**src/hw/rtl/thsls_pkg.sv**
```systemverilog
`timescale 1ns / 1ps
// Shared types, constants and a helper function for the two-head sigmoid scorer.
// Depends on nothing; every other file of the block uses it.
package thsls_pkg;

   localparam int MaxFeatures = 63;
   localparam int IdxW        = 6;
   localparam int DataW       = 24;
   localparam int SumW        = 48;
   localparam int CntW        = 7;
   localparam int OutW        = 16;
   localparam int ExpW        = 47;
   localparam int YW          = 25;

   localparam logic FuncWeight  = 1'b0;
   localparam logic FuncFeature = 1'b1;

   typedef struct packed {
      logic signed [SumW-1:0] x1;
      logic signed [SumW-1:0] x2;
      logic                   length_error;
   } score_entry_type;

   typedef struct packed {
      logic full;
      logic empty;
   } queue_status_type;

   // Clamps an exponent argument to plus or minus 2^23.
   function automatic logic signed [YW-1:0] sat_y(input logic signed [64:0] v);
      if (v > 65'sd8388608) begin
         return 25'sd8388608;
      end else if (v < -65'sd8388608) begin
         return -25'sd8388608;
      end else begin
         return $signed(v[YW-1:0]);
      end
   endfunction

endpackage

```
**src/hw/rtl/thsls_queue.sv**
```systemverilog
`timescale 1ns / 1ps
// Two-entry queue of finished sums between the front end and the back end.
// Depends on thsls_pkg.
module thsls_queue (
   input  logic                          clock,
   input  logic                          reset,
   input  logic                          push,
   input  thsls_pkg::score_entry_type    push_entry,
   input  logic                          pop,
   output thsls_pkg::score_entry_type    pop_entry,
   output thsls_pkg::queue_status_type   status
);

   thsls_pkg::score_entry_type slots_ff [2];
   logic       wr_ptr_ff, rd_ptr_ff;
   logic [1:0] count_ff;

   assign pop_entry    = slots_ff[rd_ptr_ff];
   assign status.full  = (count_ff == 2'd2);
   assign status.empty = (count_ff == 2'd0);

   always_ff @(posedge clock) begin
      if (push) begin
         slots_ff[wr_ptr_ff] <= push_entry;
      end
   end

   always_ff @(posedge clock) begin
      if (reset) begin
         wr_ptr_ff <= 1'b0;
         rd_ptr_ff <= 1'b0;
         count_ff  <= '0;
      end else begin
         if (push) begin
            wr_ptr_ff <= !wr_ptr_ff;
         end
         if (pop) begin
            rd_ptr_ff <= !rd_ptr_ff;
         end
         count_ff <= count_ff + 2'(push) - 2'(pop);
      end
   end

endmodule

```
**config.mk**
```make
export PLATFORM = sky130hd
export DESIGN_NAME = thsls_queue
export DESIGN_NICKNAME = d
export VERILOG_FILES = /design/src/hw/rtl/thsls_pkg.sv /design/src/hw/rtl/thsls_queue.sv
export SDC_FILE = /design/constraint.sdc
export NUM_CORES = 1
export LEC_CHECK = 0
export ABC_CLOCK_PERIOD_IN_PS = 6850
export BUFFER_PORTS_ARGS = -buffer_cell sky130_fd_sc_hd__clkbuf_2
export CELL_PAD_IN_SITES_DETAIL_PLACEMENT = 0
export CELL_PAD_IN_SITES_GLOBAL_PLACEMENT = 2
export CORE_MARGIN = 2
export CORE_UTILIZATION = 38
export DETAILED_ROUTE_END_ITERATION = 8
export PLACE_DENSITY = 0.81
export SYNTH_ARGS = -nofsm -noshare
export SYNTH_HDL_FRONTEND = slang
export SYNTH_SLANG_ARGS = --single-unit
```
**constraint.sdc**
```tcl
create_clock -name clock -period 6.85 [get_ports clock]
set_clock_uncertainty 0.15 [all_clocks]
set_input_delay 0.3425 -clock clock [delete_from_list [all_inputs] [get_ports clock]]
set_output_delay 0.3425 -clock clock [all_outputs]
set_load 0.05 [all_outputs]
```
[Word-level counts from Yosys, hierarchy flattened]
Memories as Yosys holds them, arrays and structs flattened. A register that Yosys moved wholly into a read port is not among the register bits.
Index checks and enable logic that the tools add are counted.
Operators by class
  mux-type cells: 4
  equal/unequal tests: 1
  add/sub/neg operators: 2
  reductions and logical operators: 3
Operator list (count)
  2-to-1 mux 1 bit: 4
  adder 2 x 1 -> 2 bit: 1
  == test 2 bit (second input constant): 1
  logical NOT 1 bit: 2
  logical NOT 2 bit: 1
  subtractor 2 x 1 -> 2 bit: 1
Word-level totals
  logic and storage cells: 14
  flip-flop bits (word level): 4
  memories kept: 1
  bits in writable memories: 194
  output and inout port bits: 99
Memory list
  slots_ff: words 2, bits a word 97, read ports 1, clocked after memory_dff 1, write ports 1, line thsls_queue.sv:14  | thsls_pkg::score_entry_type slots_ff [2];

[Depth between registers and ports, before layout]
  depth after elaboration: 3
  mapped depth: 6

[Worst setup path before layout]
OpenSTA, ideal clock, no wires.
  path type: register -> register
  from: register wr_ptr_ff
  to: memory slots_ff[0][0] in the netlist's numbering (enable)
  data arrival time: 4.623 ns
  setup time: 0.565 ns
  required time: 6.135 ns
  slack: 1.512 ns
  stages on the path, launching flop included: 2
  cell sequence: dfxtp_1 > nor2b_1
RTL lines
  from (decl): line thsls_queue.sv:15  | logic wr_ptr_ff, rd_ptr_ff;
  from (signal assigned): line thsls_queue.sv:35  | wr_ptr_ff <= !wr_ptr_ff;
  to (decl): line thsls_queue.sv:14
Straight into the memory's write port.

==> summary.md <==
| Metric | Value |
|---|---|
| Status | `completed` |
| Synthesized area per cell | `22.7 µm²` |
| Post-route minimum period | `3.13 ns` |
| CORE AREA | `0.0188 mm²` |
| Cell-internal power | `2.12 mW` |
| First-pass GRT wire length | `22.3 mm` |
| Area grow syn2layout | `38.6%` |
| Root Driver | `clkbuf_16` |
| RR Startpoint | `wr_ptr_ff` |
| Sequential share of the synthesized area | `80.8%` |
| Die height | `143 µm` |
| Max Used Layer | `met4` |
| Length of routed met2 wiring | `7.48 mm` |
| Detailed Routing Iterations Pass 1 | `4` |
| Slew margin rel. | `42.3%` |
| Sequential power share | `49.1%` |
| Wire per inst | `16.1 µm` |
| Worst EP arrival | `2.64 ns` |
| Worst reg2reg endpoint | `slots_ff[1][17]` |
| Pwr Total | `2.95 mW` |
| Crit path buf inv count | `2` |
| Ports | `200` |
| Met3 wire length | `852 µm` |
| Starting Density | `38.9%` |
| Final GP Congestion | `0.736` |
| Worst slew pin tran | `0.865 ns` |
| DR vias | `4051` |
| Pwr Density | `291 mW/mm²` |
| Met1 WL | `5.93 mm` |
| Final Hold Fails | `0` |
| #FFs+latches synth | `199` |
| Netlist Area Pre-Place | `0.00733 mm²` |
| Largest net degree at the start of global routing | `57` |
| Vias in the first global route | `4490` |
| Worst reg2reg path depth | `2` |
| CTS Buf Count | `17` |
| Buffer count from post-CTS setup fixing | `0` |
| Ranking of synthesized cells by area | `edfxtp_1 (79%), mux2_2 (10%), mux2_4 (6.1%)` |
| Slowest stage delay, CP | `0.75 ns` |
| Drt total wl | `14.6 mm` |
| Achievable Freq | `319 MHz` |
| CP Class | `reg -> out` |
| VDD IR-drop max | `0.191 mV` |
| Finished Core Util | `54.0%` |
| Yosys synthesis warning count | `0` |
| Slew Limit Fails | `0` |
| Flop2flop setup slack | `4.60 ns` |
| RSZ-0062 raised after global routing | `no` |
| Post-synth top area share | `79.4%` |
| Share of cells above drive strength 1 | `51.8%` |
| Site row count | `50` |
| IO buf count | `199` |
| Switch share | `28.3%` |
| Die X | `143 µm` |
| P_sw | `0.837 mW` |
| Clock sink count | `199` |
| Synth area leader | `edfxtp_1` |
| Max cap viols | `0` |
| Worst path top cell family by delay | `buffers and inverters` |
| Gr usage total | `14.4%` |
| Post-DR vias/cell | `4.47` |
| Residual DRC | `0` |
| CP Max Fanout | `54` |
| Initial antenna violation count | `1` |
| Clk pwr share | `32.3%` |
| Number of distinct library cells after synthesis | `13` |
| GRT overflow | `0` |
| Startpoint Class | `register` |
| Req. time, crit path | `6.36 ns` |
| Critical-path top delay cell | `buf_4` |
| Drt initial violations | `186` |
| Nets | `735` |
| Final period utilization | `45.7%` |
| Syn_nets | `426` |
| Total negative setup slack | `0 ns` |
| Clk_lat worst skew | `0.42 ns` |
| Endpoint class of the critical path | `output pin` |
| Hold path start | `pop` |
| Fin Hold WS | `0.0584 ns` |
| DP Cell Count | `775` |
| Leakage power | `3.93 nW` |
| Clk slew on worst S/H paths | `0.07 ns` |
| WHS Path Cells | `3` |
| Post-synthesis instance total | `323` |
| CTS H-tree depth | `4` |
| Crit-path cells | `buf_4 > mux2_2 > clkbuf_2` |
| CTS tree | `built` |
| Die footprint | `0.0204 mm²` |
| Antenna Nets Post-Route | `0` |
| CTS Buffer Depth | `2` |
| Comb power frac | `18.5%` |
| Final setup fails | `0` |
| Non-Filler Instances | `906` |
| Hold WC Path Type | `in -> reg` |
-- cells in the mapped netlist --
cell type  count
buf_2          6
mux2_2        67
nor2b_1        3
and2_1         1
dfxtp_1        5
edfxtp_1     194
ha_1           2
xnor2_1        2
nor2_1         5
inv_1          2
buf_6          5
mux2_4        30
xnor3_1        1
-- routing by layer --
layer | vias up | GRT usage, %
li1 | 1895 | -
met1 | 2000 | 16.3
met2 | 132 | 25.6
met3 | 24 | 4.12
met4 | 0 | 5.78
met5 | - | 0
-- cell families (layout without fill, tap and decap cells) --
group,count (synthesis),in the layout,share of synthesized area (%)
flip-flops,199,199,80.8
multiplexers,97,97,16.4
buffers and inverters,13,335,1.28
AND/OR/NAND/NOR,9,9,0.597
XOR/XNOR,3,3,0.546
adder cells (fa/ha/maj),2,2,0.341
other,0,1,0
-- power by group through the flow --
stage	clock, mW	sequential (mW)	combinational (mW)
after global routing	1.03	1.46	0.577
after floorplan	0	1.47	0.397
after global placement	0	1.48	0.501
final	0.955	1.45	0.548
after detailed placement	0	1.48	0.507
after CTS	0.983	1.45	0.554
-- state kept, by name, summed over array words and instances, names as in the netlist, named ones only --
signal     cells
rd_ptr_ff      1
wr_ptr_ff      1
count_ff       2
slots_ff     194
-- worst max-delay path by stage --
stage	from	slack, ns	endpoint	cells past startpoint
after CTS	register	3.63	pop_entry[5]	3
after global routing	register	3.52	pop_entry[5]	3
after global placement	register	4.14	pop_entry[5]	3
final	register	3.72	pop_entry[5]	3
after floorplan	wr_ptr_ff	1.51	slots_ff[0][0]	1
after detailed placement	register	4.10	pop_entry[31]	3
-- worst reg2reg max path, cell delays in order, from the launching register on --
cell     delay (ns)
dfxtp_1        0.41
and2_4         0.56
buf_4          0.74
-- through the flow --
step                setup slack [ns]  area, µm²
floorplan                       1.51       7330
global placement                4.14       8610
detailed placement              4.10       8610
CTS                             3.63      10200
global route                    3.52      10200
finish                          3.72      10200
-- final cells by class --
cell class              count  area, µm²
well taps                 260        325
diodes                      1       2.50
clock buffers              17        425
repair buffers            301       2010
flip-flops and latches    199       5930
fillers                  1516       8670
inverters                   2       7.51
clock inverters            15        144
multi-input cells         111       1320
-- cell usage in the layout, fill, tap and decap left out, types with 2 or more instances in the layout --
cell and count:
xnor2_1 2, clkinv_2 2, clkinv_4 2, buf_4 4
mux2_2 67, edfxtp_1 194, nor2b_1 2, dfxtp_1 4
inv_1 2, inv_8 3, nor2_1 5, mux2_4 30
clkbuf_2 199, clkinvlp_4 3, inv_6 3, ha_1 2
dlygate4sd3_1 98, clkbuf_16 17
-- repair_timing --
action,4_1_cts,5_1_grt
resized for setup,0,0
hold buffers,98,0
endpoints found under the hold margin,199,0
Note: power is estimated with default switching activity, not from simulation.
