`src/hw/rtl/thsls_pkg.sv`:
```
`timescale 1ns / 1ps
// Shared types, constants and a helper function for the two-head sigmoid scorer.
// Depends on nothing; every other file of the block uses it.
package thsls_pkg;

   localparam int MaxFeatures = 63;
   localparam int IdxW        = 6;
   localparam int DataW       = 24;
   localparam int SumW        = 48;
   localparam int CntW        = 7;
   localparam int OutW        = 16;
   localparam int ExpW        = 47;
   localparam int YW          = 25;

   localparam logic FuncWeight  = 1'b0;
   localparam logic FuncFeature = 1'b1;

   typedef struct packed {
      logic signed [SumW-1:0] x1;
      logic signed [SumW-1:0] x2;
      logic                   length_error;
   } score_entry_type;

   typedef struct packed {
      logic full;
      logic empty;
   } queue_status_type;

   // Clamps an exponent argument to plus or minus 2^23.
   function automatic logic signed [YW-1:0] sat_y(input logic signed [64:0] v);
      if (v > 65'sd8388608) begin
         return 25'sd8388608;
      end else if (v < -65'sd8388608) begin
         return -25'sd8388608;
      end else begin
         return $signed(v[YW-1:0]);
      end
   endfunction

endpackage

```
`src/hw/rtl/thsls_if.sv`:
```


interface thsls_rsp_if;
   logic                          valid;
   logic                          ready;
   logic [thsls_pkg::OutW-1:0]    rho;
   logic [thsls_pkg::OutW-1:0]    gamma;
   logic                          length_error;
   modport source(output valid, rho, gamma, length_error, input ready);
   modport sink(input valid, rho, gamma, length_error, output ready);
endinterface

```
`src/hw/rtl/thsls_back.sv`:
```
`timescale 1ns / 1ps
// Back end: shared fixed-point exponential, Gompertz scaling and the
// reciprocal divider for the logistic head. Depends on thsls_pkg and thsls_rsp_if.
module thsls_back (
   input  logic                              clock,
   input  logic                              reset,
   input  thsls_pkg::score_entry_type        entry,
   input  thsls_pkg::queue_status_type       q_status,
   output logic                              pop,
   input  logic signed [15:0]                rho_shift,
   thsls_rsp_if.source                       rsp_if
);

   typedef enum logic [3:0] {
      ST_IDLE, ST_EXP_T, ST_EXP_A, ST_EXP_B, ST_EXP_C, ST_EXP_SH, ST_Z_MUL, ST_DIV, ST_FIN
   } state_type;
   typedef enum logic [1:0] {PH_RHO_IN, PH_RHO_OUT, PH_GAMMA} phase_type;

   state_type state_ff;
   phase_type phase_ff;

   logic signed [thsls_pkg::YW-1:0]    y_ff;
   logic signed [26:0]                 t_ff;
   logic [16:0]                        acc_ff;
   logic [thsls_pkg::ExpW-1:0]         exp_ff;
   logic signed [thsls_pkg::SumW-1:0]  x2_ff;
   logic                               err_ff;
   logic [thsls_pkg::OutW-1:0]         rho_res_ff;
   logic [65:0]                        rem_ff;
   logic [47:0]                        div_d_ff;
   logic [16:0]                        quot_ff;
   logic [4:0]                         step_ff;
   logic                               out_valid_ff;
   logic [thsls_pkg::OutW-1:0]         out_rho_ff, out_gamma_ff;
   logic                               out_err_ff;

   logic signed [42:0]                 t_prod;
   logic [15:0]                        frac;
   logic [16:0]                        coef;
   logic [32:0]                        poly_prod;
   logic [17:0]                        p_val;
   logic signed [10:0]                 n_val, neg_n;
   logic [thsls_pkg::ExpW-1:0]         exp_val;
   logic signed [63:0]                 z_prod;
   logic [47:0]                        d_val;
   logic [65:0]                        trial;

   assign t_prod    = y_ff * 18'sd94548;
   assign frac      = t_ff[15:0];
   assign poly_prod = frac * coef;
   assign p_val     = 18'd65536 + {1'b0, acc_ff};
   assign n_val     = t_ff[26:16];
   assign neg_n     = -n_val;
   assign z_prod    = rho_shift * $signed({1'b0, exp_ff});
   assign d_val     = 48'd65536 + {1'b0, exp_val};
   assign trial     = 66'(div_d_ff) << step_ff;

   always_comb begin
      unique case (state_ff)
         ST_EXP_A: coef = 17'd5152;
         ST_EXP_B: coef = 17'd14823 + acc_ff;
         default:  coef = 17'd45561 + acc_ff;
      endcase
   end

   // Scale the polynomial mantissa by the integer power of two.
   always_comb begin
      if (n_val > 11'sd30) begin
         exp_val = {thsls_pkg::ExpW{1'b1}};
      end else if (n_val >= 11'sd0) begin
         exp_val = thsls_pkg::ExpW'(p_val) << n_val[4:0];
      end else if (neg_n >= 11'sd40) begin
         exp_val = '0;
      end else begin
         exp_val = thsls_pkg::ExpW'(p_val) >> neg_n[5:0];
      end
   end

   assign pop                 = (state_ff == ST_IDLE) && !q_status.empty;
   assign rsp_if.valid        = out_valid_ff;
   assign rsp_if.rho          = out_rho_ff;
   assign rsp_if.gamma        = out_gamma_ff;
   assign rsp_if.length_error = out_err_ff;

   always_ff @(posedge clock) begin
      if (reset) begin
         state_ff     <= ST_IDLE;
         phase_ff     <= PH_RHO_IN;
         out_valid_ff <= 1'b0;
      end else begin
         if (state_ff == ST_FIN && (!out_valid_ff || rsp_if.ready)) begin
            out_valid_ff <= 1'b1;
         end else if (rsp_if.ready) begin
            out_valid_ff <= 1'b0;
         end
         unique case (state_ff)
            ST_IDLE: begin
               if (!q_status.empty) begin
                  y_ff     <= thsls_pkg::sat_y(-(65'($signed(entry.x1))));
                  x2_ff    <= entry.x2;
                  err_ff   <= entry.length_error;
                  phase_ff <= PH_RHO_IN;
                  state_ff <= ST_EXP_T;
               end
            end
            ST_EXP_T: begin
               t_ff     <= t_prod[42:16];
               state_ff <= ST_EXP_A;
            end
            ST_EXP_A: begin
               acc_ff   <= poly_prod[32:16];
               state_ff <= ST_EXP_B;
            end
            ST_EXP_B: begin
               acc_ff   <= poly_prod[32:16];
               state_ff <= ST_EXP_C;
            end
            ST_EXP_C: begin
               acc_ff   <= poly_prod[32:16];
               state_ff <= ST_EXP_SH;
            end
            ST_EXP_SH: begin
               unique case (phase_ff)
                  PH_RHO_IN: begin
                     exp_ff   <= exp_val;
                     state_ff <= ST_Z_MUL;
                  end
                  PH_RHO_OUT: begin
                     rho_res_ff <= (exp_val > 47'd65535) ? 16'hFFFF : exp_val[15:0];
                     y_ff       <= thsls_pkg::sat_y(-(65'($signed(x2_ff))));
                     phase_ff   <= PH_GAMMA;
                     state_ff   <= ST_EXP_T;
                  end
                  default: begin
                     div_d_ff <= d_val;
                     rem_ff   <= 66'(64'h1_0000_0000) + 66'(d_val >> 1);
                     quot_ff  <= '0;
                     step_ff  <= 5'd16;
                     state_ff <= ST_DIV;
                  end
               endcase
            end
            ST_Z_MUL: begin
               y_ff     <= thsls_pkg::sat_y($signed({{9{z_prod[63]}}, z_prod[63:8]}));
               phase_ff <= PH_RHO_OUT;
               state_ff <= ST_EXP_T;
            end
            ST_DIV: begin
               if (rem_ff >= trial) begin
                  rem_ff           <= rem_ff - trial;
                  quot_ff[step_ff] <= 1'b1;
               end
               if (step_ff == 5'd0) begin
                  state_ff <= ST_FIN;
               end else begin
                  step_ff <= step_ff - 5'd1;
               end
            end
            ST_FIN: begin
               if (!out_valid_ff || rsp_if.ready) begin
                  out_rho_ff   <= rho_res_ff;
                  out_gamma_ff <= quot_ff[16] ? 16'hFFFF : quot_ff[15:0];
                  out_err_ff   <= err_ff;
                  state_ff     <= ST_IDLE;
               end
            end
            default: state_ff <= ST_IDLE;
         endcase
      end
   end

endmodule

```
`src/flat_wrapper.sv`:
```
// flat-port wrapper written by rule: the top's interface ports become plain ports
module thsls_back_flat 
  (clock, reset, entry, q_status, pop, rho_shift, rsp_if_valid, rsp_if_rho, rsp_if_gamma, rsp_if_length_error, rsp_if_ready);
  thsls_rsp_if rsp_if_i ();
  input  logic clock;
  input  logic reset;
  input  thsls_pkg::score_entry_type entry;
  input  thsls_pkg::queue_status_type q_status;
  output logic pop;
  input  logic signed [15:0] rho_shift;
  output wire logic [$bits(rsp_if_i.valid)-1:0] rsp_if_valid;
  output wire logic [$bits(rsp_if_i.rho)-1:0] rsp_if_rho;
  output wire logic [$bits(rsp_if_i.gamma)-1:0] rsp_if_gamma;
  output wire logic [$bits(rsp_if_i.length_error)-1:0] rsp_if_length_error;
  input wire logic [$bits(rsp_if_i.ready)-1:0] rsp_if_ready;
  assign rsp_if_valid = rsp_if_i.valid;
  assign rsp_if_rho = rsp_if_i.rho;
  assign rsp_if_gamma = rsp_if_i.gamma;
  assign rsp_if_length_error = rsp_if_i.length_error;
  assign rsp_if_i.ready = rsp_if_ready;
  thsls_back u_core (.clock(clock), .reset(reset), .entry(entry), .q_status(q_status), .pop(pop), .rho_shift(rho_shift), .rsp_if(rsp_if_i));
endmodule
```
`config.mk`:
```
export PLATFORM = sky130hd
export DESIGN_NAME = thsls_back_flat
export DESIGN_NICKNAME = d
export VERILOG_FILES = /design/src/hw/rtl/thsls_pkg.sv /design/src/hw/rtl/thsls_if.sv /design/src/hw/rtl/thsls_back.sv /design/src/flat_wrapper.sv
export SDC_FILE = /design/constraint.sdc
export NUM_CORES = 2
export LEC_CHECK = 0
export ABC_AREA = 1
export BUFFER_PORTS_ARGS = -buffer_cell sky130_fd_sc_hd__buf_2
export CAP_MARGIN = 30
export CORE_AREA = 2 2 396 398
export CTS_BUF_LIST = sky130_fd_sc_hd__clkbuf_8 sky130_fd_sc_hd__clkbuf_16
export CTS_CLUSTER_DIAMETER = 50
export CTS_CLUSTER_SIZE = 14
export DETAILED_ROUTE_END_ITERATION = 10
export DIE_AREA = 0 0 398 400
export MAX_ROUTING_LAYER = met4
export PLACE_DENSITY = 0.59
export SLEW_MARGIN = 0
export SYNTH_ARGS = -nofsm -noshare
export SYNTH_HDL_FRONTEND = slang
export SYNTH_SLANG_ARGS = --single-unit
```
`constraint.sdc`:
```
create_clock -name clock -period 10.55 [get_ports clock]
set_input_delay 3.165 -clock clock [delete_from_list [all_inputs] [get_ports clock]]
set_output_delay 3.165 -clock clock [all_outputs]
set_load 0.02 [all_outputs]
```
== Word level (Yosys, flattened, before mapping) ==
Index checks and enable logic that the tools add are counted.
Cells by class
  add/subtract/negate cells: 10
  $mul: 3
  magnitude comparators: 13
  equality and inequality tests: 16
  shifts and indexed selects: 3
  muxes and demuxes: 34
  bitwise operators: 4
  reduce and logical (&&, ||, !) cells: 26
Operators with widths (count)
  two-way mux 25 bit: 8
  two-way mux 47 bit: 3
  two-way mux 66 bit: 2
  one-hot mux 66 bit (2 select lines): 1
  > comparator 65 x 25 -> 1 bit (second input constant): 2
  < comparator 65 x 24 -> 1 bit (second input constant): 2
  negator 48 -> 65 bit: 2
  one-hot mux 25 bit (3 select lines): 1
  one-hot mux 17 bit (2 select lines): 2
  greater-or-equal comparator 66 bit: 1
  << shifter 48 x 5 -> 66 bit: 1
  subtractor 66 bit: 1
  multiplier 16 x 48 -> 64 bit: 1
  > comparator 56 x 25 -> 1 bit (second input constant): 1
  < comparator 56 x 24 -> 1 bit (second input constant): 1
  adder 17 x 47 -> 48 bit (first input constant): 1
  adder 33 x 47 -> 48 bit (first input constant): 1
  > comparator 47 x 16 -> 1 bit (second input constant): 1
  << shifter 18 x 5 -> 47 bit: 1
  right shift 18 x 6 -> 47 bit: 1
  multiplier 25 x 16 -> 41 bit (second input constant): 1
  one-hot mux 4 bit (9 select lines): 1
  two-way mux 17 bit: 2
  multiplier 16 x 17 -> 33 bit: 1
  other kinds (40): 70
Storage, ports and cells
  register bits after elaboration: 357
  word-level logic and storage cells: 126

== Depth between registers and ports, before layout ==
  depth after elaboration: 9
  gate-level depth with buffers: 46
  depth with buffers taken out: 45

== Worst setup path before layout ==
OpenSTA, ideal clock, no wires.
  kind: input port to flip-flop
  from: in rho_shift[6]
  to: reg u_core.y_ff[12] (netlist name) (data pin)
  library setup time: 131 ps
  arrival time: 9438 ps
  data required time: 10419 ps
  slack: 981 ps
  stages on the path: 36
  path buffers: 3
  cells stage by stage: clkbuf_1 buf_1 nand2_1 fa_1 inv_1 fa_1 inv_1 fa_1 inv_1 fa_1 fa_1 inv_1 fa_1 inv_1 ha_1 inv_1 o21ai_0 nor2_1 a21boi_0 nor2_1 nor2_1 nor2_1 nor2_1 nand2_1 nand2_1 nand2_1 inv_1 nand3_1 nor2_1 nand2_1 nor2_1 nand3_2 nand2_4 buf_4 nand4_1 nand2_1
On the way
  longest elaborated chain between the ends: 5
Ends and longest elaborated chain
  start: declaration: RTL line flat_wrapper.sv:10  | input logic signed [15:0] rho_shift;
  multiplier 16 x 48 -> 64 bit (*): RTL line thsls_back.sv:54  | assign z_prod = rho_shift * $signed({1'b0, exp_ff});
  < comparator 56 x 24 -> 1 bit: RTL line thsls_pkg.sv:33  | end else if (v < -65'sd8388608) begin
  two-way mux 25 bit: RTL line thsls_pkg.sv:33
  two-way mux 25 bit (*): RTL line thsls_pkg.sv:31  | if (v > 65'sd8388608) begin
  one-hot mux 25 bit (3 select lines) (*): RTL line thsls_back.sv:96  | unique case (state_ff)
  end signal: assignment: RTL line thsls_back.sv:99  | y_ff <= thsls_pkg::sat_y(-(65'($signed(entry.x1))));
  end signal: assignment: RTL line thsls_back.sv:130  | y_ff <= thsls_pkg::sat_y(-(65'($signed(x2_ff))));
  end signal: assignment: RTL line thsls_back.sv:144  | y_ff <= thsls_pkg::sat_y($signed({{9{z_prod[63]}}, z_prod[63:8]}));
  end: declaration: RTL line thsls_back.sv:22  | logic signed [thsls_pkg::YW-1:0] y_ff;
Every way passes the cells marked *; elsewhere a longest branch is shown, timed or not.
A chain may end at the register's enable or synchronous reset.

== Worst setup path after layout ==
  from: in rho_shift[15]
  to: reg u_core.y_ff[10] (netlist name) (data pin)
Same word-level chain as after synthesis.

==> impl_metrics.yaml <==
outcome:
  status: "finished, final reports clean"
sta:
  hold_violations: 0
  fin_crit_sh_pct: 94.6
  timing.fmax_ghz: 0.100
  worst_slew_pin_slew_ps: 1080
  hold_ws_ps: 419
  clock_skew_ps: 71.6
  maxSlewHeadroom_pct: 27.9
  slew_viol_final: 0
  period_needed_ps: 9980
  setup_violations: 0
  rsz0062_at_grt: "no"
clock_network:
  post_cts_buffers: 0
  cts_repair_resize_count: 0
  cts_tree: "done"
  cts_sinks: 357
  cts_hold_buffers: 0
  clk_root_buffer_cell: "clkbuf_16"
  htreeDepth: 2
  numCtsBuffers: 53
  clkTransAtPathRegs_ps: 60
  clock_latency_ps: 680
  cts_max_path_buffers: 3
die:
  rows: 145
  die_h_microns: 400
  die_x_microns: 398
  die-area_sq_um: 159000
  ios: 153
  initial_core_util_pct: 44.7
  core-area_sq_um: 155000
min_path:
  hold_depth: 0
  hp-class: "flop to flop"
route:
  via_count: 60762
  drt_pass1_iterations: 9
  drt.antenna.violating_nets: 0
  drc_errors: 0
  via_per_inst: 5.20
  wl_per_cell_microns: 18.9
  wl_mm: 220
  drtIter0Drc: 4781
cells_and_area:
  fin_area_sq_um: 76400
  num-nets-final: 11190
  fillers: 15502
  areaGrowthSynthToFinish_pct: 10.1
  drive_gt1_share_pct: 7.70
synth:
  synth_cells: 9334
  synth_ff_type: "edfxtp_1"
  async_flop_share_pct: 0
  synth_area_per_cell_sq_um: 7.43
  synthTopCellsByArea: "fa_1, edfxtp_1, nand2_1, inv_1, ha_1"
  ys_types: 69
  yosysTopAreaCellShare_pct: 28.1
  yosysTopAreaCell: "fa_1"
  yosysMostFrequentCell: "nand2_1"
  synth_warnings: 0
  synth_edf_count: 350
  syn_nets: 10953
  ys_seq_elements: 357
  synth.cell_area_sq_um: 69300
  yosys-top-cells-count: "nand2_1, inv_1, fa_1"
  seq_area_frac_synth_pct: 15.4
critical_path:
  slowest_stage: "fa_1"
  worstPathRequired_ps: 11040
  crit_type: "input pin to flop"
  cp.arrival_ps: 10470
  critPathMaxFanout: 19
  cp_common_cell: "fa_1"
  rr_worst_depth: 38
  critical-path-max-stage-delay_ps: 590
  crit_path_end_kind: "flop"
  critPathLaunchType: "input pin"
flow_run:
  maxCapViolCount: 0
grt:
  grtUsageTotal_pct: 28.9
  met1_usage_pct: 38.2
  grt_max_degree: 66
  grt_pass1_wl_mm: 347
  busiest_layer: "met2"
  use_met2_pct: 45.9
  grt_pass1_vias: 61478
  use_met3_pct: 4.04
  antenna_found_initial: 2
  overflow: 0
placed_design:
  portBuffers: 151
  routabilityCongestion: 0.975
  hpwl_mm: 182
  dpl-instance-area_sq_um: 74300
layout make-up:
cell class	count	area [sq um]	area share (%)
clock buffers	53	1330	1.74
multi-input cells	6371	48900	64.0
repair buffers	494	3720	4.88
inverters	2294	8610	11.3
clock inverters	44	601	0.787
diodes	3	7.51	0.00983
well taps	2058	2570	3.37
flip-flops and latches	357	10700	13.9
cells in the final DEF, fill, tap and decap left out, types with 13 or more instances in the layout:
| cell | instances |
|---|---|
| nand3_1 | 325 |
| nand4_1 | 147 |
| buf_4 | 310 |
| xnor2_1 | 65 |
| clkbuf_16 | 53 |
| nand2_1 | 2262 |
| nor4_1 | 35 |
| xor2_1 | 132 |
| o22ai_1 | 14 |
| a31oi_1 | 41 |
| a21o_1 | 14 |
| nand2_2 | 13 |
| mux2i_1 | 36 |
| o21bai_1 | 21 |
| buf_2 | 152 |
| o21a_1 | 24 |
| nor2_2 | 15 |
| nand3b_1 | 31 |
| o211ai_1 | 26 |
| inv_1 | 2259 |
| a21oi_1 | 356 |
| inv_2 | 32 |
| nor2_1 | 727 |
| nor3_1 | 83 |
| or2_2 | 33 |
| buf_12 | 26 |
| fa_1 | 973 |
| ha_1 | 528 |
| edfxtp_1 | 350 |
| o21ai_0 | 339 |
| o21ai_1 | 24 |
registers in the layout, summed over array words and instances, names as in the netlist, 17 cells and up:
register	cells
u_core.div_d_ff	48
u_core.t_ff	27
u_core.y_ff	25
u_core.exp_ff	47
u_core.quot_ff	17
u_core.rem_ff	66
u_core.acc_ff	17
u_core.x2_ff	48
layer usage:
layer / wire length, microns / vias to the layer above
met1: 95400 / 29551
met4: 7770 / 0
li1: - / 28903
met3: 15600 / 371
met2: 102000 / 1937
met5: 0 / -
cell families after synthesis:
family	Yosys count	share of synthesized area, %
adder cells (fa/ha/maj)	1501	37.6
AO/OA/AOI/OAI	916	7.34
AND/OR/NAND/NOR	3717	22.3
buffers and inverters	2606	14.3
XOR/XNOR	199	2.54
flip-flops	357	15.4
multiplexers	38	0.552
per-stage QoR:
step / instances / worst slack [ps] / setup TNS [ps] / utilization [%]
after floorplan: 9334 / 981 / 0 / -
after global placement: 11567 / -0.755 / -0.755 / 47.9
after detailed placement: 11570 / 13.9 / 0 / 47.9
after CTS: 11667 / 627 / 0 / 49.2
after global routing: 11673 / 186 / 0 / 49.2
final: 11674 / 574 / 0 / 49.2
critical path, delay by kind of cell:
kind | cells | cell delay [ps]
and+or+nand+nor | 15 | 2270
AOI/OAI and AO/OA | 1 | 130
buffers and inverters | 10 | 1240
adders and majority gates | 7 | 3670
final timing paths:
check,startpoint,to,slack (ps)
hold reg to reg,u_core.rho_res_ff[13],u_core.rsp_if.rho[13],420
setup / recovery,rho_shift[15],u_core.y_ff[10],570
hold / removal,u_core.rho_res_ff[13],u_core.rsp_if.rho[13],420
setup reg to reg,u_core.state_ff[3],u_core.acc_ff[15],910
Power is left out: the tool's default activity adds up to more than one toggle a clock period on the data nets, which glitch-free logic cannot reach.
